### config.mk
export PLATFORM = sky130hd
export DESIGN_NAME = integer_square_root_rounded
export DESIGN_NICKNAME = d
export VERILOG_FILES = /design/src/isrr_pkg.sv /design/src/isrr_cell.sv /design/src/isrr_round.sv /design/src/integer_square_root_rounded.sv
export SDC_FILE = /design/constraint.sdc
export NUM_CORES = 1
export LEC_CHECK = 0
export BUFFER_PORTS_ARGS = -buffer_cell sky130_fd_sc_hd__buf_2
export CORE_MARGIN = 2
export CORE_UTILIZATION = 50
export CTS_CLUSTER_DIAMETER = 40
export CTS_CLUSTER_SIZE = 16
export DETAILED_ROUTE_END_ITERATION = 8
export GPL_ROUTABILITY_DRIVEN = 0
export PLACE_DENSITY = 0.72
export SLEW_MARGIN = 10
export SYNTH_ARGS = -nofsm -noshare
export SYNTH_HDL_FRONTEND = slang
export SYNTH_SLANG_ARGS = --single-unit
### constraint.sdc
create_clock -name aclk -period 16.4 [get_ports aclk]
set_input_delay 3.28 -clock aclk [delete_from_list [all_inputs] [get_ports aclk]]
set_output_delay 3.28 -clock aclk [all_outputs]
set_load 0.01 [all_outputs]
### src/isrr_pkg.sv
`timescale 1ns / 1ps

package isrr_pkg;

    // Default width of the radicand word.
    localparam int DEFAULT_RADICAND_WIDTH = 32;

    // Rounding mode held in the configuration register.
    typedef enum logic [0:0] {
        ROUND_FLOOR   = 1'b0,
        ROUND_NEAREST = 1'b1
    } round_mode_t;

endpackage

### src/isrr_cell.sv
`timescale 1ns / 1ps

// One step of the restoring binary square root walk. The cell makes one trial
// subtraction of (acc + bit) from the partial remainder, where bit is a fixed
// power of four that belongs to this position in the chain, and hands the
// updated remainder and scaled root to the next cell.
module isrr_cell #(
    parameter int WALK_WIDTH = 32,
    parameter int STAGE      = 0
) (
    input  logic                  aclk,
    input  logic                  aresetn,
    input  logic                  in_valid,
    output logic                  in_ready,
    input  logic [WALK_WIDTH-1:0] in_part,
    input  logic [WALK_WIDTH-1:0] in_acc,
    output logic                  out_valid,
    input  logic                  out_ready,
    output logic [WALK_WIDTH-1:0] out_part,
    output logic [WALK_WIDTH-1:0] out_acc
);

    localparam int BIT_POS = WALK_WIDTH - 2 - 2 * STAGE;
    localparam logic [WALK_WIDTH:0] BIT = (WALK_WIDTH + 1)'(1) << BIT_POS;

    logic                  valid_reg;
    logic [WALK_WIDTH-1:0] part_reg;
    logic [WALK_WIDTH-1:0] acc_reg;
    logic [WALK_WIDTH-1:0] part_next;
    logic [WALK_WIDTH-1:0] acc_next;
    logic [WALK_WIDTH:0]   trial;
    logic [WALK_WIDTH:0]   acc_wide;
    logic                  take;

    // The cell takes a new word when empty or when its word moves on.
    assign in_ready = !valid_reg || out_ready;

    // Trial subtraction and the halving of the scaled root.
    always_comb begin
        trial = {1'b0, in_acc} + BIT;
        take  = ({1'b0, in_part} >= trial);
        if (take) begin
            part_next = in_part - trial[WALK_WIDTH-1:0];
            acc_wide  = trial + BIT;
        end else begin
            part_next = in_part;
            acc_wide  = {1'b0, in_acc};
        end
        acc_next = acc_wide[WALK_WIDTH:1];
    end

    // Valid flag of the stage.
    always_ff @(posedge aclk) begin
        if (!aresetn) begin
            valid_reg <= 1'b0;
        end else if (in_ready) begin
            valid_reg <= in_valid;
        end
    end

    // Payload of the stage.
    always_ff @(posedge aclk) begin
        if (in_ready && in_valid) begin
            part_reg <= part_next;
            acc_reg  <= acc_next;
        end
    end

    assign out_valid = valid_reg;
    assign out_part  = part_reg;
    assign out_acc   = acc_reg;

endmodule

### src/isrr_round.sv
`timescale 1ns / 1ps

// Output stage: applies the rounding step to the floor root and holds the
// finished word until the receiver takes it.
module isrr_round #(
    parameter int HALF_WIDTH = 16
) (
    input  logic                        aclk,
    input  logic                        aresetn,
    input  isrr_pkg::round_mode_t       round_mode,
    input  logic                        in_valid,
    output logic                        in_ready,
    input  logic [2*HALF_WIDTH-1:0]     in_part,
    input  logic [2*HALF_WIDTH-1:0]     in_acc,
    output logic                        m_valid,
    input  logic                        m_ready,
    output logic [HALF_WIDTH:0]         m_root,
    output logic [HALF_WIDTH:0]         m_remainder,
    output logic                        m_rounded_up
);

    logic                valid_reg;
    logic [HALF_WIDTH:0] root_reg;
    logic [HALF_WIDTH:0] rem_reg;
    logic                up_reg;
    logic [HALF_WIDTH:0] floor_root;
    logic [HALF_WIDTH:0] rem;
    logic [HALF_WIDTH:0] root_next;
    logic                up_next;

    assign in_ready = !valid_reg || m_ready;

    // Round to nearest when the floor remainder exceeds the floor root.
    always_comb begin
        floor_root = {1'b0, in_acc[HALF_WIDTH-1:0]};
        rem        = in_part[HALF_WIDTH:0];
        up_next    = (round_mode == isrr_pkg::ROUND_NEAREST) && (rem > floor_root);
        root_next  = floor_root + {{HALF_WIDTH{1'b0}}, up_next};
    end

    // Valid flag of the output register.
    always_ff @(posedge aclk) begin
        if (!aresetn) begin
            valid_reg <= 1'b0;
        end else if (in_ready) begin
            valid_reg <= in_valid;
        end
    end

    // Payload of the output register.
    always_ff @(posedge aclk) begin
        if (in_ready && in_valid) begin
            root_reg <= root_next;
            rem_reg  <= rem;
            up_reg   <= up_next;
        end
    end

    assign m_valid      = valid_reg;
    assign m_root       = root_reg;
    assign m_remainder  = rem_reg;
    assign m_rounded_up = up_reg;

endmodule

### src/integer_square_root_rounded.sv
`timescale 1ns / 1ps

// Integer square root with optional rounding to nearest.
// A radicand word enters on the s_ channel (s_valid / s_ready) and one result
// word leaves on the m_ channel (m_valid / m_ready) for every radicand: the
// root, the floor remainder and a flag that marks a rounding step.
// cfg_wr_en with cfg_wr_data writes the rounding mode in the same cycle:
// 0 gives the floor root, 1 rounds to the nearest integer. Write it only
// while no word is in flight.
// A radicand passes through the chain of cells, one per root bit, each cell
// doing one trial subtraction, and then through the output register.
// Throughput is one word per cycle while the receiver keeps up; every cell and
// the output register holds one word, so up to HALF_WIDTH + 1 are in flight.
// When the receiver stalls, the held word stays on the m_ ports unchanged;
// cells behind it keep filling until the chain is full, and only then does
// s_ready fall. Reset empties the chain and sets floor mode.
module integer_square_root_rounded #(
    parameter int RADICAND_WIDTH = isrr_pkg::DEFAULT_RADICAND_WIDTH
) (
    input  logic                                  aclk,
    input  logic                                  aresetn,
    input  logic                                  cfg_wr_en,
    input  logic [0:0]                            cfg_wr_data,
    input  logic                                  s_valid,
    output logic                                  s_ready,
    input  logic [RADICAND_WIDTH-1:0]             s_radicand,
    output logic                                  m_valid,
    input  logic                                  m_ready,
    output logic [(RADICAND_WIDTH+1)/2:0]         m_root,
    output logic [(RADICAND_WIDTH+1)/2:0]         m_remainder,
    output logic                                  m_rounded_up
);

    localparam int HALF_WIDTH = (RADICAND_WIDTH + 1) / 2;
    localparam int WALK_WIDTH = 2 * HALF_WIDTH;

    isrr_pkg::round_mode_t round_mode_reg;

    logic                  valid_chain [0:HALF_WIDTH];
    logic                  ready_chain [0:HALF_WIDTH];
    logic [WALK_WIDTH-1:0] part_chain  [0:HALF_WIDTH];
    logic [WALK_WIDTH-1:0] acc_chain   [0:HALF_WIDTH];
    logic [HALF_WIDTH-1:0] cell_valid;

    // Rounding mode register.
    always_ff @(posedge aclk) begin
        if (!aresetn) begin
            round_mode_reg <= isrr_pkg::ROUND_FLOOR;
        end else if (cfg_wr_en) begin
            round_mode_reg <= isrr_pkg::round_mode_t'(cfg_wr_data);
        end
    end

    // The walk starts with the whole radicand as remainder and a zero root.
    assign valid_chain[0] = s_valid;
    assign s_ready        = ready_chain[0];
    assign part_chain[0]  = WALK_WIDTH'(s_radicand);
    assign acc_chain[0]   = '0;

    // Chain of cells, one per root bit.
    for (genvar g = 0; g < HALF_WIDTH; g++) begin : g_cell
        isrr_cell #(
            .WALK_WIDTH (WALK_WIDTH),
            .STAGE      (g)
        ) u_cell (
            .aclk      (aclk),
            .aresetn   (aresetn),
            .in_valid  (valid_chain[g]),
            .in_ready  (ready_chain[g]),
            .in_part   (part_chain[g]),
            .in_acc    (acc_chain[g]),
            .out_valid (valid_chain[g+1]),
            .out_ready (ready_chain[g+1]),
            .out_part  (part_chain[g+1]),
            .out_acc   (acc_chain[g+1])
        );
        assign cell_valid[g] = valid_chain[g+1];
    end

    // Rounding and output register.
    isrr_round #(
        .HALF_WIDTH (HALF_WIDTH)
    ) u_round (
        .aclk         (aclk),
        .aresetn      (aresetn),
        .round_mode   (round_mode_reg),
        .in_valid     (valid_chain[HALF_WIDTH]),
        .in_ready     (ready_chain[HALF_WIDTH]),
        .in_part      (part_chain[HALF_WIDTH]),
        .in_acc       (acc_chain[HALF_WIDTH]),
        .m_valid      (m_valid),
        .m_ready      (m_ready),
        .m_root       (m_root),
        .m_remainder  (m_remainder),
        .m_rounded_up (m_rounded_up)
    );

    // A rounding step is only ever taken in nearest mode.
    a_round_mode: assert property (@(posedge aclk) disable iff (!aresetn)
        m_valid && m_rounded_up |-> round_mode_reg == isrr_pkg::ROUND_NEAREST)
        else $error("rounded_up set in floor mode");

    // A floor result never leaves a remainder above twice the root.
    a_floor_rem: assert property (@(posedge aclk) disable iff (!aresetn)
        m_valid && !m_rounded_up |-> {1'b0, m_remainder} <= {m_root, 1'b0})
        else $error("floor remainder out of range");

    // A rounded result comes from a remainder of at least the rounded root.
    a_round_rem: assert property (@(posedge aclk) disable iff (!aresetn)
        m_valid && m_rounded_up |-> m_remainder >= m_root)
        else $error("rounding step without remainder above floor root");

    // The input is held off only when every stage is full and the output stalls.
    a_backpressure: assert property (@(posedge aclk) disable iff (!aresetn)
        !s_ready |-> (&cell_valid) && m_valid && !m_ready)
        else $error("input stalled with room in the chain");

endmodule

Yosys cells after proc, flatten, opt, wreduce, memory -nomap -nowiden
Cells that the tools add are included. W data, S select, Z words.

Word-level logic and storage cells: 215. Register bits after elaboration: 1046. Output and inout bits: 37. Input port bits: 38.

Multiplexer cells: 32. Add/subtract/negate cells: 47. Reductions and logical operators: 52. $lt $le $gt $ge: 17.

Operators by type and width (count): $mux W32 (30); $ge A32 B33 Y1 (15); $sub A32 B32 Y32 (14); $mux W17 (2); $add A32 B1 Y33 const B (1); $add A32 B11 Y33 const B (1); $add A32 B13 Y33 const B (1); $add A32 B15 Y33 const B (1); $add A32 B17 Y33 const B (1); $add A32 B19 Y33 const B (1); $add A32 B21 Y33 const B (1); $add A32 B23 Y33 const B (1); $add A32 B25 Y33 const B (1); $add A32 B27 Y33 const B (1); $add A32 B29 Y33 const B (1); $add A32 B3 Y33 const B (1); $add A32 B5 Y33 const B (1); $add A32 B7 Y33 const B (1); $add A32 B9 Y33 const B (1); $add A33 B11 Y33 const B (1); $add A33 B13 Y33 const B (1); $add A33 B15 Y33 const B (1); $add A33 B17 Y33 const B (1); $add A33 B19 Y33 const B (1); 18 further kinds (67).

Longest topological paths before layout
Depth in word-level cells: 19. Depth in mapped cells: 16. Gate-level depth less buffers: 16.

Modules after synthesis
From an unflattened synthesis, not the netlist that was laid out.

Cells, all modules: 8651. Area total of the unflattened synthesis: 85585.8 um^2.

Modules (own cells, without submodules): isrr_cell (g_cell[15].u_cell) (area each 6530.0 um^2, instances 1, seq. area each 1941.9 um^2, cells each 752); isrr_cell (g_cell[14].u_cell) (area each 6266.0 um^2, instances 1, seq. area each 1941.9 um^2, cells each 683); isrr_cell (g_cell[9].u_cell) (area each 5550.3 um^2, instances 1, seq. area each 1941.9 um^2, cells each 551); isrr_cell (g_cell[12].u_cell) (area each 5515.3 um^2, instances 1, seq. area each 1941.9 um^2, cells each 560); isrr_cell (g_cell[10].u_cell) (area each 5462.7 um^2, instances 1, seq. area each 1941.9 um^2, cells each 596); isrr_cell (g_cell[13].u_cell) (area each 5455.2 um^2, instances 1, seq. area each 1941.9 um^2, cells each 602); isrr_cell (g_cell[11].u_cell) (area each 5427.7 um^2, instances 1, seq. area each 1941.9 um^2, cells each 596); isrr_cell (g_cell[8].u_cell) (area each 5123.7 um^2, instances 1, seq. area each 1941.9 um^2, cells each 498); isrr_cell (g_cell[7].u_cell) (area each 5082.4 um^2, instances 1, seq. area each 1941.9 um^2, cells each 548); isrr_cell (g_cell[6].u_cell) (area each 4933.5 um^2, instances 1, seq. area each 1941.9 um^2, cells each 478); isrr_cell (g_cell[5].u_cell) (area each 4899.7 um^2, instances 1, seq. area each 1941.9 um^2, cells each 474); isrr_cell (g_cell[3].u_cell) (area each 4825.9 um^2, instances 1, seq. area each 1941.9 um^2, cells each 461); isrr_cell (g_cell[2].u_cell) (area each 4823.4 um^2, instances 1, seq. area each 1941.9 um^2, cells each 433); isrr_cell (g_cell[1].u_cell) (area each 4704.5 um^2, instances 1, seq. area each 1941.9 um^2, cells each 422); +4 rows.

Least setup slack after synthesis
OpenSTA, ideal clock, no wires.

Path type: in2out. Start point: input port m_ready. End point: output port s_ready. Required time: 13.120 ns. Data arrival time: 4.590 ns. Buffers on the path: 0. Path slack: 8.530 ns. Cell stages on the path: 7. Cell sequence: nor2b_1 > nand3_1 > nor2_1 > nand2_1 > nor4_1 > and4_1 > inv_1.

Longest elaborated chain between the ends: 17.

Ends and longest elaborated chain: start: declaration (line integer_square_root_rounded.sv:28) `input logic m_ready,`; $logic_or A1 B1 Y1 (line isrr_round.sv:31) `assign in_ready = !valid_reg || m_ready;`; $logic_or A1 B1 Y1 (16 in a row) (line isrr_cell.sv:36) `assign in_ready = !valid_reg || out_ready;`; end: declaration (line integer_square_root_rounded.sv:25) `output logic s_ready,`.

Every way passes these cells.

Final worst setup path
Same ends and word-level chain as after synthesis.

==> insert_results.sql <==
INSERT INTO impl_metrics (metric_group, metric, value, unit) VALUES
('outcome', 'run_status', 'complete, no violations', ''),
('power_and_ir_drop', 'vdd.ir_drop.worst', '92.9', 'uV'),
('routing', 'route.detailed.wl_per_inst', '17.7', 'um'),
('critical_path', 'path_max_fanout', '6', ''),
('sta', 'report.final.setup_viol', '0', ''),
('sta', 'final_max_slew_viol_count', '0', ''),
('power_and_ir_drop', 'cell_internal_pwr', '3.12', 'mW'),
('critical_path', 'timing.critical_path.arrival', '5.51', 'ns'),
('yosys', 'ys_ff_latch', '686', ''),
('yosys', 'synth.top_cells.by_area', 'sky130_fd_sc_hd__edfxtp_1, sky130_fd_sc_hd__ha_1, sky130_fd_sc_hd__xnor2_1, sky130_fd_sc_hd__xor2_1, sky130_fd_sc_hd__inv_1', ''),
('grt', 'grt_use_met1', '21.8', '%'),
('grt', 'grtUsageTotal', '19.0', '%'),
('floorplanning', 'ports', '75', ''),
('yosys', 'ys_warn_count', '0', ''),
('yosys', 'post-synth-top-count-cell', 'sky130_fd_sc_hd__edfxtp_1', ''),
('placed_design', 'numPortBuffers', '74', ''),
('layout', 'layout_nets', '2848', ''),
('worst_hold_path', 'min_delay_path_depth', '0', ''),
('critical_path', 'cp_data_required_time', '13.12', 'ns'),
('critical_path', 'worst_path_most_repeated_cell', 'sky130_fd_sc_hd__buf_2', ''),
('placed_design', 'detailedPlacementHpwl', '47000', 'um'),
('grt', 'first_global_vias', '20300', ''),
('layout', 'n_antenna_cell', '0', ''),
('routing', 'totalWireLength', '63000', 'um'),
('floorplanning', 'rows', '93', ''),
('floorplanning', 'fp.dieW', '258', 'um'),
('yosys', 'synth_sequential_area_ratio', '63.2', '%'),
('yosys', 'synth_enable_flop_cells', '668', ''),
('grt', 'gr-usage-met3', '3.42', '%'),
('critical_path', 'cp_cell_sequence', 'buf_2 -> nor2b_1 -> nand3_1 -> nor2_1 -> nand2_1 -> nor4_1 -> and4_1 -> inv_1 -> buf_2', ''),
('critical_path', 'crit_path_max_incr_delay', '0.54', 'ns'),
('clock_tree', 'cts_buffer_depth', '3', ''),
('layout', 'nFillCells', '4943', ''),
('clock_tree', 'cts.root.buffer_cell', 'sky130_fd_sc_hd__clkbuf_16', ''),
('power_and_ir_drop', 'static-leakage-power', '13.9', 'nW'),
('critical_path', 'worst_r2r_path_depth', '16', ''),
('grt', 'grt_antenna_before_repair', '0', ''),
('critical_path', 'regToRegStartpoint', 'g_cell[15].u_cell.out_acc[1]', ''),
('sta', 'max_freq', '114', 'MHz'),
('yosys', 'synthesis.area', '32300', 'um^2'),
('routing', 'remaining_drc_errors', '0', ''),
('grt', 'grt-ovfl-total', '0', ''),
('sta', 'unrepaired_setup_endpoints_after_global_routing', 'false', ''),
('job', 'cap_viol_max_count', '0', ''),
('sta', 'worst_clock_skew', '0.0295', 'ns'),
('sta', 'finalHoldViolCount', '0', ''),
('power_and_ir_drop', 'power_density', '107', 'nW/um^2'),
('yosys', 'commonest_register_cell_after_synthesis', 'sky130_fd_sc_hd__edfxtp_1', ''),
('worst_hold_path', 'min_delay_worst_endpoint', 'g_cell[9].u_cell.out_part[3]', ''),
('sta', 'setup_tns', '0', 'ns'),
('routing', 'vias', '20000', ''),
('routing', 'routed_via_density', '5.61', ''),
('sta', 'timing.slew.headroom', '25.4', '%'),
('power_and_ir_drop', 'seq_power_share', '48.9', '%'),
('yosys', 'synth_commonest_cells', 'sky130_fd_sc_hd__edfxtp_1, sky130_fd_sc_hd__inv_1, sky130_fd_sc_hd__ha_1', ''),
('sta', 'layout_min_cycle_time', '8.79', 'ns'),
('yosys', 'synthDominantAreaCellType', 'sky130_fd_sc_hd__edfxtp_1', ''),
('clock_tree', 'cts_inserted_buffers', '86', ''),
('clock_tree', 'post-cts-setup-buffers', '0', ''),
('clock_tree', 'cts_htree_levels', '3', ''),
('yosys', 'syn_inst_count', '2499', ''),
('clock_tree', 'clkLatencyLatePin', '0.64', 'ns'),
('clock_tree', 'cts_tree', 'built', ''),
('critical_path', 'rr_endpoint', 'u_round.m_root[15]', ''),
('power_and_ir_drop', 'netSwitchingPower', '820', 'uW'),
('clock_tree', 'worst_setup_hold_path_clk_slew', '0.06', 'ns'),
('critical_path', 'category_of_the_worst_setup_path_capture_point', 'output port', ''),
('yosys', 'synth_cell_types', '79', ''),
('clock_tree', 'post_cts_resize_count', '0', ''),
('yosys', 'asyncSetResetFlopFracSynth', '0', '%'),
('critical_path', 'timing_worst_setup_path_type', 'primary input to output port', '');
==> area by class of cell <==
cell class              instances  area (um^2)  share of cell area [%]
well taps                     855         1070                    2.90
multi-input cells            1569        11100                    30.0
clock inverters                68          880                    2.38
clock buffers                  93         2210                    5.98
inverters                     210          788                    2.13
repair buffers                 87          468                    1.27
flip-flops and latches        686        20400                    55.3
==> per-layer routing <==
layer | wire length (um) | up-vias | part of all wire (%)
li1 | - | 9662 | -
met5 | 0 | - | 0
met1 | 25300 | 9703 | 40
met2 | 33000 | 527 | 52
met4 | 2100 | 0 | 3.3
met3 | 2670 | 142 | 4.2
==> worst max-delay path by stage <==
stage | start | endpoint | slack [ns] | cells after the start
floorplan | m_ready | s_ready | 8.53 | 7
global placement | m_ready | s_ready | 7.68 | 9
detailed placement | m_ready | s_ready | 7.58 | 9
CTS | m_ready | s_ready | 7.58 | 9
global route | m_ready | s_ready | 7.36 | 9
finish | m_ready | s_ready | 7.61 | 9
==> placed cells by master, fill, tap and decap left out, types with 12 or more instances in the layout <==
cell and instances:
sky130_fd_sc_hd__nand2_1 156, sky130_fd_sc_hd__or3_1 23, sky130_fd_sc_hd__nor4_1 80, sky130_fd_sc_hd__buf_2 74
sky130_fd_sc_hd__nand3_1 44, sky130_fd_sc_hd__xnor2_1 107, sky130_fd_sc_hd__edfxtp_1 668, sky130_fd_sc_hd__nand2b_1 28
sky130_fd_sc_hd__buf_4 13, sky130_fd_sc_hd__and3_1 12, sky130_fd_sc_hd__nor3_1 74, sky130_fd_sc_hd__o21a_1 49
sky130_fd_sc_hd__inv_1 208, sky130_fd_sc_hd__nor2b_1 26, sky130_fd_sc_hd__inv_6 12, sky130_fd_sc_hd__nor2_1 125
sky130_fd_sc_hd__a21o_1 45, sky130_fd_sc_hd__or4_1 17, sky130_fd_sc_hd__xor2_1 106, sky130_fd_sc_hd__o21ai_0 115
sky130_fd_sc_hd__a21oi_1 128, sky130_fd_sc_hd__o31ai_1 21, sky130_fd_sc_hd__mux2_2 26, sky130_fd_sc_hd__clkbuf_16 87
sky130_fd_sc_hd__ha_1 170, sky130_fd_sc_hd__or2_2 13, sky130_fd_sc_hd__nand4_1 26, sky130_fd_sc_hd__dfxtp_1 18
==> power by group through the flow <==
| stage | Sequential, mW | Clock [mW] | Combinational (mW) |
|---|---|---|---|
| 6_report | 1.93 | 1.98 | 0.0400 |
| 5_1_grt | 1.93 | 2.07 | 0.0448 |
| 4_1_cts | 1.92 | 2.00 | 0.0402 |
| 3_5_place_dp | 1.96 | 0 | 0.0396 |
| 3_3_place_gp | 1.96 | 0 | 0.0377 |
| 2_1_floorplan | 1.96 | 0 | 0.0269 |
==> worst max-delay path, delay by kind of cell <==
kind                   cells  cell delay, ns
and+or+nand+nor            6            1.94
buffers and inverters      3            0.28
==> through the flow <==
stage / cells / cell area [um^2] / util, % / hold WS (ns) / worst slack (ns)
after floorplan: 2499 / 32300 / - / 0.417 / 8.53
after global placement: 3407 / 33800 / 52.7 / 0.424 / 7.68
after detailed placement: 3407 / 33800 / 52.7 / 0.429 / 7.58
after CTS: 3568 / 36900 / 57.5 / 0.439 / 7.58
after global routing: 3568 / 36900 / 57.5 / 0.453 / 7.36
final: 3568 / 36900 / 57.5 / 0.438 / 7.61
==> cell families (layout without fill, tap and decap cells) <==
| logic type | Yosys count | count (layout) | synth area share [%] |
|---|---|---|---|
| flip-flops | 686 | 686 | 63.2 |
| multiplexers | 38 | 38 | 1.29 |
| buffers and inverters | 244 | 458 | 2.96 |
| AO/OA/AOI/OAI | 451 | 451 | 8.85 |
| AND/OR/NAND/NOR | 697 | 697 | 11.4 |
| adder cells (fa/ha/maj) | 170 | 170 | 6.58 |
| XOR/XNOR | 213 | 213 | 5.77 |
Power figures use the tool's default switching activity.
